**config.mk**
```make
export PLATFORM = sky130hd
export DESIGN_NAME = gesture_cosine_match_unit
export DESIGN_NICKNAME = d
export VERILOG_FILES = /design/src/rtl/core/gcm_pkg.sv /design/src/rtl/core/gcm_mul.sv /design/src/rtl/core/gcm_root.sv /design/src/rtl/core/gesture_cosine_match_unit.sv
export SDC_FILE = /design/constraint.sdc
export NUM_CORES = 2
export LEC_CHECK = 0
export BUFFER_PORTS_ARGS = -buffer_cell sky130_fd_sc_hd__buf_2
export CAP_MARGIN = 20
export CELL_PAD_IN_SITES_DETAIL_PLACEMENT = 0
export CELL_PAD_IN_SITES_GLOBAL_PLACEMENT = 2
export CORE_MARGIN = 5
export CORE_UTILIZATION = 43
export CTS_BUF_LIST = sky130_fd_sc_hd__clkbuf_4 sky130_fd_sc_hd__clkbuf_8
export CTS_CLUSTER_DIAMETER = 100
export DETAILED_ROUTE_END_ITERATION = 16
export GPL_TIMING_DRIVEN = 1
export PLACE_DENSITY_LB_ADDON = 0.1
export SYNTH_ARGS = -nofsm -noshare
export SYNTH_HDL_FRONTEND = slang
export SYNTH_SLANG_ARGS = --single-unit
```
**constraint.sdc**
```tcl
create_clock -name aclk -period 11.85 [get_ports aclk]
set_input_delay 2.37 -clock aclk [delete_from_list [all_inputs] [get_ports aclk]]
set_output_delay 2.37 -clock aclk [all_outputs]
set_load 0.01 [all_outputs]
```
**src/rtl/core/gcm_pkg.sv**
```systemverilog
package gcm_pkg;

    // shared signed multiplier: 20-bit limbs plus a sign bit, and coordinates up to 16 bits
    localparam int MUL_W   = 21;
    localparam int PROD_W  = 2 * MUL_W;
    localparam int LIMB_W  = 20;

    // accumulators and the final products
    localparam int ACC_W   = 40;
    localparam int VAL_W   = ACC_W - 1;      // magnitude of a positive sum
    localparam int SQ_W    = 2 * VAL_W;      // uv^2 and uu*vv
    localparam int REM_W   = SQ_W + 1;

    // quotient floor(uv^2 * 2^30 / (uu*vv)), square root operand
    localparam int Q_W     = 31;
    localparam int OP_W    = Q_W - 1;

    localparam int SCORE_W = 16;
    localparam logic [SCORE_W-1:0] SCORE_ONE = 16'h8000;
    localparam logic [SCORE_W-1:0] SCORE_ZERO = 16'h0000;

    localparam logic signed [ACC_W-1:0] ACC_MAX = {1'b0, {(ACC_W-1){1'b1}}};
    localparam logic signed [ACC_W-1:0] ACC_MIN = {1'b1, {(ACC_W-1){1'b0}}};

    typedef enum logic [5:0] {
        S_IDLE = 6'b000001,
        S_MAC  = 6'b000010,
        S_FIN  = 6'b000100,
        S_PROD = 6'b001000,
        S_ROOT = 6'b010000,
        S_DONE = 6'b100000
    } top_state_t;

    typedef enum logic [3:0] {
        R_IDLE  = 4'b0001,
        R_CHECK = 4'b0010,
        R_DIV   = 4'b0100,
        R_SQRT  = 4'b1000
    } root_state_t;

endpackage

```
**src/rtl/core/gcm_mul.sv**
```systemverilog
module gcm_mul (
    input  logic                                 aclk,
    input  logic signed [gcm_pkg::MUL_W-1:0]     a_i,
    input  logic signed [gcm_pkg::MUL_W-1:0]     b_i,
    output logic signed [gcm_pkg::PROD_W-1:0]    p_o
);
    import gcm_pkg::*;

    logic signed [PROD_W-1:0] p_reg;

    always_ff @(posedge aclk) begin
        p_reg <= a_i * b_i;
    end

    assign p_o = p_reg;

endmodule

```
**src/rtl/core/gcm_root.sv**
```systemverilog
module gcm_root (
    input  logic                              aclk,
    input  logic                              aresetn,
    input  logic                              start_i,
    input  logic [gcm_pkg::SQ_W-1:0]          num_i,
    input  logic [gcm_pkg::SQ_W-1:0]          den_i,
    output logic                              done_o,
    output logic [gcm_pkg::SCORE_W-1:0]       score_o
);
    import gcm_pkg::*;

    root_state_t        state_reg, state_next;
    logic [REM_W-1:0]   rem_reg, rem_next;
    logic [SQ_W-1:0]    den_reg, den_next;
    logic [OP_W-1:0]    q_reg, q_next;
    logic [OP_W-1:0]    op_reg, op_next;
    logic [OP_W-1:0]    res_reg, res_next;
    logic [OP_W-1:0]    one_reg, one_next;
    logic [4:0]         cnt_reg, cnt_next;
    logic               done_reg, done_next;
    logic [SCORE_W-1:0] score_reg, score_next;

    logic               ge;
    logic [REM_W-1:0]   rem_sub;
    logic [Q_W-1:0]     q_full;
    logic [OP_W-1:0]    trial;
    logic               take;
    logic [OP_W-1:0]    res_step;

    always_comb begin
        ge       = rem_reg >= {1'b0, den_reg};
        rem_sub  = ge ? (rem_reg - {1'b0, den_reg}) : rem_reg;
        q_full   = {q_reg, ge};
        trial    = res_reg + one_reg;
        take     = op_reg >= trial;
        res_step = take ? ((res_reg >> 1) + one_reg) : (res_reg >> 1);
    end

    always_comb begin
        state_next = state_reg;
        rem_next   = rem_reg;
        den_next   = den_reg;
        q_next     = q_reg;
        op_next    = op_reg;
        res_next   = res_reg;
        one_next   = one_reg;
        cnt_next   = cnt_reg;
        done_next  = 1'b0;
        score_next = score_reg;
        case (state_reg)
            R_IDLE: begin
                if (start_i) begin
                    rem_next   = {1'b0, num_i};
                    den_next   = den_i;
                    state_next = R_CHECK;
                end
            end
            R_CHECK: begin
                // quotient at or above 2^31 means the score clamps to one
                if (rem_reg >= {den_reg, 1'b0}) begin
                    score_next = SCORE_ONE;
                    done_next  = 1'b1;
                    state_next = R_IDLE;
                end else begin
                    q_next     = '0;
                    cnt_next   = 5'(Q_W - 1);
                    state_next = R_DIV;
                end
            end
            R_DIV: begin
                rem_next = {rem_sub[SQ_W-1:0], 1'b0};
                q_next   = q_full[OP_W-1:0];
                cnt_next = cnt_reg - 5'd1;
                if (cnt_reg == 5'd0) begin
                    if (q_full[Q_W-1]) begin
                        score_next = SCORE_ONE;
                        done_next  = 1'b1;
                        state_next = R_IDLE;
                    end else begin
                        op_next    = q_full[OP_W-1:0];
                        res_next   = '0;
                        one_next   = OP_W'(1) << (OP_W - 2);
                        cnt_next   = 5'(OP_W / 2 - 1);
                        state_next = R_SQRT;
                    end
                end
            end
            R_SQRT: begin
                if (take) begin
                    op_next = op_reg - trial;
                end
                res_next = res_step;
                one_next = one_reg >> 2;
                cnt_next = cnt_reg - 5'd1;
                if (cnt_reg == 5'd0) begin
                    score_next = {1'b0, res_step[SCORE_W-2:0]};
                    done_next  = 1'b1;
                    state_next = R_IDLE;
                end
            end
            default: begin
                state_next = R_IDLE;
            end
        endcase
    end

    always_ff @(posedge aclk) begin
        if (!aresetn) begin
            state_reg <= R_IDLE;
            done_reg  <= 1'b0;
        end else begin
            state_reg <= state_next;
            done_reg  <= done_next;
        end
        rem_reg   <= rem_next;
        den_reg   <= den_next;
        q_reg     <= q_next;
        op_reg    <= op_next;
        res_reg   <= res_next;
        one_reg   <= one_next;
        cnt_reg   <= cnt_next;
        score_reg <= score_next;
    end

    assign done_o  = done_reg;
    assign score_o = score_reg;

endmodule

```
**src/rtl/core/gesture_cosine_match_unit.sv**
```systemverilog
// Both points present: the shared multiplier forms six coordinate products one per cycle
// behind its output register while the input is held off. Padding or mismatched
// pairs: one per cycle. A scored last pair then runs eight 20-bit limb products, a 31-step
// restoring divide and a 15-step square root; a zero score skips these.
// A result still waiting on m_ready holds off the input until the output register frees.
// Reset (aresetn low, synchronous) clears the sums, the mismatch flag and any result.
module gesture_cosine_match_unit #(
    parameter int COORD_WIDTH = 10
) (
    input  logic                                aclk,
    input  logic                                aresetn,
    input  logic                                s_valid,
    output logic                                s_ready,
    input  logic signed [COORD_WIDTH-1:0]       s_ax,
    input  logic signed [COORD_WIDTH-1:0]       s_ay,
    input  logic                                s_a_present,
    input  logic signed [COORD_WIDTH-1:0]       s_bx,
    input  logic signed [COORD_WIDTH-1:0]       s_by,
    input  logic                                s_b_present,
    input  logic                                s_last_pair,
    output logic                                m_valid,
    input  logic                                m_ready,
    output logic [gcm_pkg::SCORE_W-1:0]         m_score,
    output logic                                m_shapes_differ
);
    import gcm_pkg::*;

    top_state_t               state_reg, state_next;
    logic [3:0]               step_reg, step_next;
    logic signed [MUL_W-1:0]  ax_reg, ax_next, ay_reg, ay_next;
    logic signed [MUL_W-1:0]  bx_reg, bx_next, by_reg, by_next;
    logic                     last_reg, last_next;
    logic                     mismatch_reg, mismatch_next;
    logic signed [ACC_W-1:0]  cross_reg, cross_next;
    logic signed [ACC_W-1:0]  sa_reg, sa_next;
    logic signed [ACC_W-1:0]  sb_reg, sb_next;
    logic signed [PROD_W-1:0] part_reg, part_next;
    logic [SQ_W-1:0]          sq_reg, sq_next;
    logic [SQ_W-1:0]          pq_reg, pq_next;
    logic [SCORE_W-1:0]       score_reg, score_next;
    logic                     m_valid_reg, m_valid_next;
    logic [SCORE_W-1:0]       m_score_reg, m_score_next;
    logic                     m_diff_reg, m_diff_next;

    logic signed [MUL_W-1:0]  mul_a, mul_b;
    logic signed [PROD_W-1:0] mul_p;
    logic                     root_start;
    logic                     root_done;
    logic [SCORE_W-1:0]       root_score;
    logic [3:0]               prev;
    logic [VAL_W-1:0]         lx, ly;
    logic [SQ_W-1:0]          pp_shift;

    function automatic logic signed [MUL_W-1:0] sext(input logic signed [COORD_WIDTH-1:0] v);
        return {{(MUL_W-COORD_WIDTH){v[COORD_WIDTH-1]}}, v};
    endfunction

    function automatic logic signed [MUL_W-1:0] limb(input logic [VAL_W-1:0] v,
                                                     input logic hi);
        logic [LIMB_W-1:0] l;
        l = hi ? LIMB_W'(v[VAL_W-1:LIMB_W]) : v[LIMB_W-1:0];
        return {1'b0, l};
    endfunction

    function automatic logic signed [ACC_W-1:0] sat_add(input logic signed [ACC_W-1:0] acc,
                                                        input logic signed [PROD_W-1:0] x,
                                                        input logic signed [PROD_W-1:0] y);
        logic signed [ACC_W+2:0] s;
        s = (ACC_W+3)'(acc) + (ACC_W+3)'(x) + (ACC_W+3)'(y);
        if (s > (ACC_W+3)'(ACC_MAX)) begin
            return ACC_MAX;
        end else if (s < (ACC_W+3)'(ACC_MIN)) begin
            return ACC_MIN;
        end
        return s[ACC_W-1:0];
    endfunction

    gcm_mul u_mul (
        .aclk (aclk),
        .a_i  (mul_a),
        .b_i  (mul_b),
        .p_o  (mul_p)
    );

    gcm_root u_root (
        .aclk    (aclk),
        .aresetn (aresetn),
        .start_i (root_start),
        .num_i   (sq_reg),
        .den_i   (pq_reg),
        .done_o  (root_done),
        .score_o (root_score)
    );

    assign root_start = (state_reg == S_ROOT) && (step_reg == 4'd0);
    assign prev = step_reg - 4'd1;

    // operand select for the shared multiplier
    always_comb begin
        mul_a = '0;
        mul_b = '0;
        lx    = step_reg[2] ? sa_reg[VAL_W-1:0] : cross_reg[VAL_W-1:0];
        ly    = step_reg[2] ? sb_reg[VAL_W-1:0] : cross_reg[VAL_W-1:0];
        case (state_reg)
            S_MAC: begin
                case (step_reg)
                    4'd0: begin mul_a = ax_reg; mul_b = bx_reg; end
                    4'd1: begin mul_a = ay_reg; mul_b = by_reg; end
                    4'd2: begin mul_a = ax_reg; mul_b = ax_reg; end
                    4'd3: begin mul_a = ay_reg; mul_b = ay_reg; end
                    4'd4: begin mul_a = bx_reg; mul_b = bx_reg; end
                    4'd5: begin mul_a = by_reg; mul_b = by_reg; end
                    default: begin mul_a = '0; mul_b = '0; end
                endcase
            end
            S_PROD: begin
                mul_a = limb(lx, step_reg[1]);
                mul_b = limb(ly, step_reg[0]);
            end
            default: begin
                mul_a = '0;
                mul_b = '0;
            end
        endcase
    end

    // place the previous limb product by its weight
    always_comb begin
        case (prev[1:0])
            2'd0:    pp_shift = SQ_W'(mul_p[2*LIMB_W-1:0]);
            2'd3:    pp_shift = SQ_W'(mul_p[2*LIMB_W-1:0]) << (2 * LIMB_W);
            default: pp_shift = SQ_W'(mul_p[2*LIMB_W-1:0]) << LIMB_W;
        endcase
    end

    always_comb begin
        state_next    = state_reg;
        step_next     = step_reg;
        ax_next       = ax_reg;
        ay_next       = ay_reg;
        bx_next       = bx_reg;
        by_next       = by_reg;
        last_next     = last_reg;
        mismatch_next = mismatch_reg;
        cross_next    = cross_reg;
        sa_next       = sa_reg;
        sb_next       = sb_reg;
        part_next     = part_reg;
        sq_next       = sq_reg;
        pq_next       = pq_reg;
        score_next    = score_reg;
        m_valid_next  = m_valid_reg && !m_ready;
        m_score_next  = m_score_reg;
        m_diff_next   = m_diff_reg;

        case (state_reg)
            S_IDLE: begin
                if (s_valid) begin
                    ax_next   = sext(s_ax);
                    ay_next   = sext(s_ay);
                    bx_next   = sext(s_bx);
                    by_next   = sext(s_by);
                    last_next = s_last_pair;
                    if (s_a_present != s_b_present) begin
                        mismatch_next = 1'b1;
                    end
                    if (s_a_present && s_b_present) begin
                        step_next  = 4'd0;
                        state_next = S_MAC;
                    end else if (s_last_pair) begin
                        state_next = S_FIN;
                    end
                end
            end
            S_MAC: begin
                step_next = step_reg + 4'd1;
                case (step_reg)
                    4'd1, 4'd3, 4'd5: part_next = mul_p;
                    4'd2: cross_next = sat_add(cross_reg, part_reg, mul_p);
                    4'd4: sa_next = sat_add(sa_reg, part_reg, mul_p);
                    4'd6: begin
                        sb_next    = sat_add(sb_reg, part_reg, mul_p);
                        state_next = last_reg ? S_FIN : S_IDLE;
                    end
                    default: part_next = part_reg;
                endcase
            end
            S_FIN: begin
                if (mismatch_reg || cross_reg <= 0 || sa_reg <= 0 || sb_reg <= 0) begin
                    score_next = SCORE_ZERO;
                    state_next = S_DONE;
                end else begin
                    sq_next    = '0;
                    pq_next    = '0;
                    step_next  = 4'd0;
                    state_next = S_PROD;
                end
            end
            S_PROD: begin
                step_next = step_reg + 4'd1;
                if (step_reg != 4'd0) begin
                    if (prev[2]) begin
                        pq_next = pq_reg + pp_shift;
                    end else begin
                        sq_next = sq_reg + pp_shift;
                    end
                end
                if (step_reg == 4'd8) begin
                    step_next  = 4'd0;
                    state_next = S_ROOT;
                end
            end
            S_ROOT: begin
                step_next = 4'd1;
                if (root_done) begin
                    score_next = root_score;
                    state_next = S_DONE;
                end
            end
            S_DONE: begin
                if (!m_valid_reg || m_ready) begin
                    m_valid_next  = 1'b1;
                    m_score_next  = score_reg;
                    m_diff_next   = mismatch_reg;
                    cross_next    = '0;
                    sa_next       = '0;
                    sb_next       = '0;
                    mismatch_next = 1'b0;
                    state_next    = S_IDLE;
                end
            end
            default: begin
                state_next = S_IDLE;
            end
        endcase
    end

    always_ff @(posedge aclk) begin
        if (!aresetn) begin
            state_reg    <= S_IDLE;
            step_reg     <= 4'd0;
            mismatch_reg <= 1'b0;
            cross_reg    <= '0;
            sa_reg       <= '0;
            sb_reg       <= '0;
            m_valid_reg  <= 1'b0;
        end else begin
            state_reg    <= state_next;
            step_reg     <= step_next;
            mismatch_reg <= mismatch_next;
            cross_reg    <= cross_next;
            sa_reg       <= sa_next;
            sb_reg       <= sb_next;
            m_valid_reg  <= m_valid_next;
        end
        ax_reg      <= ax_next;
        ay_reg      <= ay_next;
        bx_reg      <= bx_next;
        by_reg      <= by_next;
        last_reg    <= last_next;
        part_reg    <= part_next;
        sq_reg      <= sq_next;
        pq_reg      <= pq_next;
        score_reg   <= score_next;
        m_score_reg <= m_score_next;
        m_diff_reg  <= m_diff_next;
    end

    assign s_ready         = (state_reg == S_IDLE);
    assign m_valid         = m_valid_reg;
    assign m_score         = m_score_reg;
    assign m_shapes_differ = m_diff_reg;

endmodule

```
==> results.sh <==
export IMPL_max_freq_mhz=92.54
export IMPL_drt_iter0_drc=4526
export IMPL_cts_buffers=144
export IMPL_dr_pass1_iters=9
export IMPL_clock_latency_ns=0.92
export IMPL_layout_drive_gt1_share_pct=6.920
export IMPL_vias=60140
export IMPL_fp_coreArea_um2=169800
export IMPL_rsz0062_at_grt="false"
export IMPL_syn_inst=7990
export IMPL_routed_wl_um=256000
export IMPL_synth_main_ff_cell="edfxtp_1"
export IMPL_ys_types=108
export IMPL_layout_nets=9202
export IMPL_cts_tree="built"
export IMPL_fin_setup_tns_ns=0
export IMPL_ir_drop_v=0.00009069
export IMPL_die_h_um=423.7
export IMPL_grt_max_degree=81
export IMPL_ys_warn_count=0
export IMPL_skew_ns=0.07540
export IMPL_period_minus_slack_ns=10.81
export IMPL_synth_area_per_cell_um2=9.212
export IMPL_p_leak_nw=36.14
export IMPL_wire_per_inst_um=24.88
export IMPL_numClockSinks=734
export IMPL_cts_htree_levels=4
export IMPL_layout_setup_ws_ns=1.044
export IMPL_areaGrowthSynthToFinish_pct=7.792
export IMPL_cp_required_ns=12.62
export IMPL_place_area_um2=76230
export IMPL_max_slew_margin_rel_pct=16.95
export IMPL_cpMaxStageDelayCell="a21oi_2"
export IMPL_synth_simple_area_share_pct=14.78
export IMPL_clk_path_buf_depth=3
export IMPL_globalplace_congestion=0.9620
export IMPL_grt_pass1_vias=60440
export IMPL_critPathMaxFanout=25
export IMPL_cp_start_kind="register"
export IMPL_pre_cts_ws_ns=1.122
export IMPL_cellPowerDensity_nw_per_um2=77.23
export IMPL_synth_yosys_seq_area_share_pct=27.51
export IMPL_hold_slack_ns=0.4208
export IMPL_drcViolationCount=0
export IMPL_port_buffers=65
export IMPL_setup_viol=0
export IMPL_clk_pin_slew_ns=0.06
export IMPL_grt_overflow=0
export IMPL_dieArea_um2=179600
export IMPL_power_mw=6.128
export IMPL_io_pins=66
export IMPL_synth_edf_count=555
export IMPL_root_buffer="clkbuf_8"
export IMPL_crit_top_cell="fa_1"
export IMPL_grt_usage_pct=28.25
export IMPL_synth_adder_area_share_pct=26.54
export IMPL_start_util_pct=43.34
export IMPL_ys_async_sr_fraction_pct=0
export IMPL_post_cts_buffers=0
export IMPL_cts_hold_buf=0
export IMPL_outcome="complete, no violations"
export IMPL_design_area_um2=79340
export IMPL_fillers=16580
export IMPL_synth_top_family_by_area="adder cells"
export IMPL_ant_nets=0
export IMPL_largest_reg_flops=79
export IMPL_synth_seq_cells=734
export IMPL_row_count=151
export IMPL_slowest_delay_ns=0.78
export IMPL_synth_xor_area_share_pct=5.270
export IMPL_syn_nets=9243
export IMPL_end_kind="register"
export IMPL_synthMuxAreaShare_pct=1.593
export IMPL_vias_per_cell=5.844
export IMPL_finalHoldViolCount=0
export IMPL_max_slew_worst_pin_slew_ns=1.244
export IMPL_drv_cap=0
export IMPL_critPathArrivalTime_ns=11.57
export IMPL_fin_crit_sh_pct=91.19
export IMPL_synth_compound_area_share_pct=18.30
export IMPL_criticalPathCategory="register to register"
export IMPL_die_w_um=423.7
export IMPL_grt_pass1_wl_um=386400
export IMPL_finalMaxSlewViolations=0
export IMPL_cts_resized=0
export IMPL_syn_area_um2=73610
export IMPL_dp_hpwl_um=201400
export IMPL_min_path_type="register to register"
export IMPL_antenna_found_initial=7
## stage by stage
stage | utilization, % | std cells
final | 46.71 | 10290
after global routing | 46.70 | 10280
after CTS | 46.68 | 10280
after detailed placement | 44.88 | 10020
after global placement | 44.87 | 10020
after floorplan | - | 7990
## cells by family after synthesis
group | count (synthesis)
AO/OA/AOI/OAI | 2058
XOR/XNOR | 442
adder cells (fa/ha/maj) | 1206
buffers and inverters | 1156
flip-flops | 734
multiplexers | 68
AND/OR/NAND/NOR | 2326
## synthesized netlist by cell type, types with 89 or more instances
| library cell | instances | area [um^2] |
|---|---|---|
| nand3_1 | 112 | 560.5 |
| and2_1 | 163 | 1020 |
| nand2b_1 | 125 | 782.0 |
| nor2_1 | 608 | 2282 |
| o21ai_0 | 389 | 1947 |
| ha_1 | 614 | 7682 |
| a21o_1 | 291 | 2185 |
| dfxtp_1 | 179 | 3583 |
| nand4_1 | 120 | 750.7 |
| clkbuf_1 | 303 | 1137 |
| nand2_1 | 816 | 3063 |
| inv_1 | 806 | 3025 |
| xnor2_1 | 239 | 2093 |
| nor3_1 | 89 | 445.4 |
| fa_1 | 592 | 11850 |
| xor2_1 | 202 | 1769 |
| a21oi_1 | 624 | 3123 |
| edfxtp_1 | 555 | 16670 |
## metal layers
metal  wire length, um  track usage [%]  vias up
met1            113100            38.22    29750
met4             11830            11.55        2
met3             13980            4.193      457
met2            117100            45.56     1875
met5                17                0        -
li1                  -                -    28050
## cell type report
class | instances | area [um^2] | share of cell area (%)
clock buffer | 204 | 2545 | 3.208
sequential | 734 | 20250 | 25.52
clock inverter | 57 | 514.2 | 0.6481
multi-input combinational | 6100 | 49120 | 61.91
antenna | 9 | 22.52 | 0.02839
timing repair buffer | 163 | 1086 | 1.369
inverter | 806 | 3025 | 3.813
tap | 2218 | 2775 | 3.498
## worst max-delay path: cells and delay by family (launching register included)
| family | cells | cell delay (ns) |
|---|---|---|
| fa+ha+maj | 9 | 4.26 |
| compound gates | 10 | 3.07 |
| buf+inv | 10 | 1.96 |
| simple gates | 6 | 0.89 |
| flops | 1 | 0.31 |
| xor+xnor | 1 | 0.14 |
## power by group
| group | switching, mW | internal (mW) | leakage, nW |
|---|---|---|---|
| clock network | 1.22 | 1.56 | 1.60 |
| logic | 0.351 | 0.187 | 28.3 |
| registers | 0.0306 | 2.77 | 6.26 |
| total | 1.60 | 4.53 | 36.1 |
## layout by cell type, fill, tap and decap left out, types with 95 or more instances in the layout
cell type and count:
a21o_1 291, a21oi_1 616, and2_1 162, buf_4 95, clkbuf_8 162, dfxtp_1 178, edfxtp_1 555, fa_1 592
ha_1 612, inv_1 804, nand2_1 815, nand2b_1 125, nand3_1 112, nand4_1 120, nor2_1 605, o21ai_0 382
xnor2_1 239, xor2_1 202
## final timing paths
kind | from | end | slack (ns) | depth (start not counted)
worst max-delay path | step_reg[1] | u_mul.p_o[40] | 1.04 | 36
worst min-delay path | score_reg[4] | m_score[4] | 0.42 | 0
worst max register to register | step_reg[1] | u_mul.p_o[40] | 1.04 | 36
worst min register to register | score_reg[4] | m_score[4] | 0.42 | 0
Power figures use the tool's default switching activity.
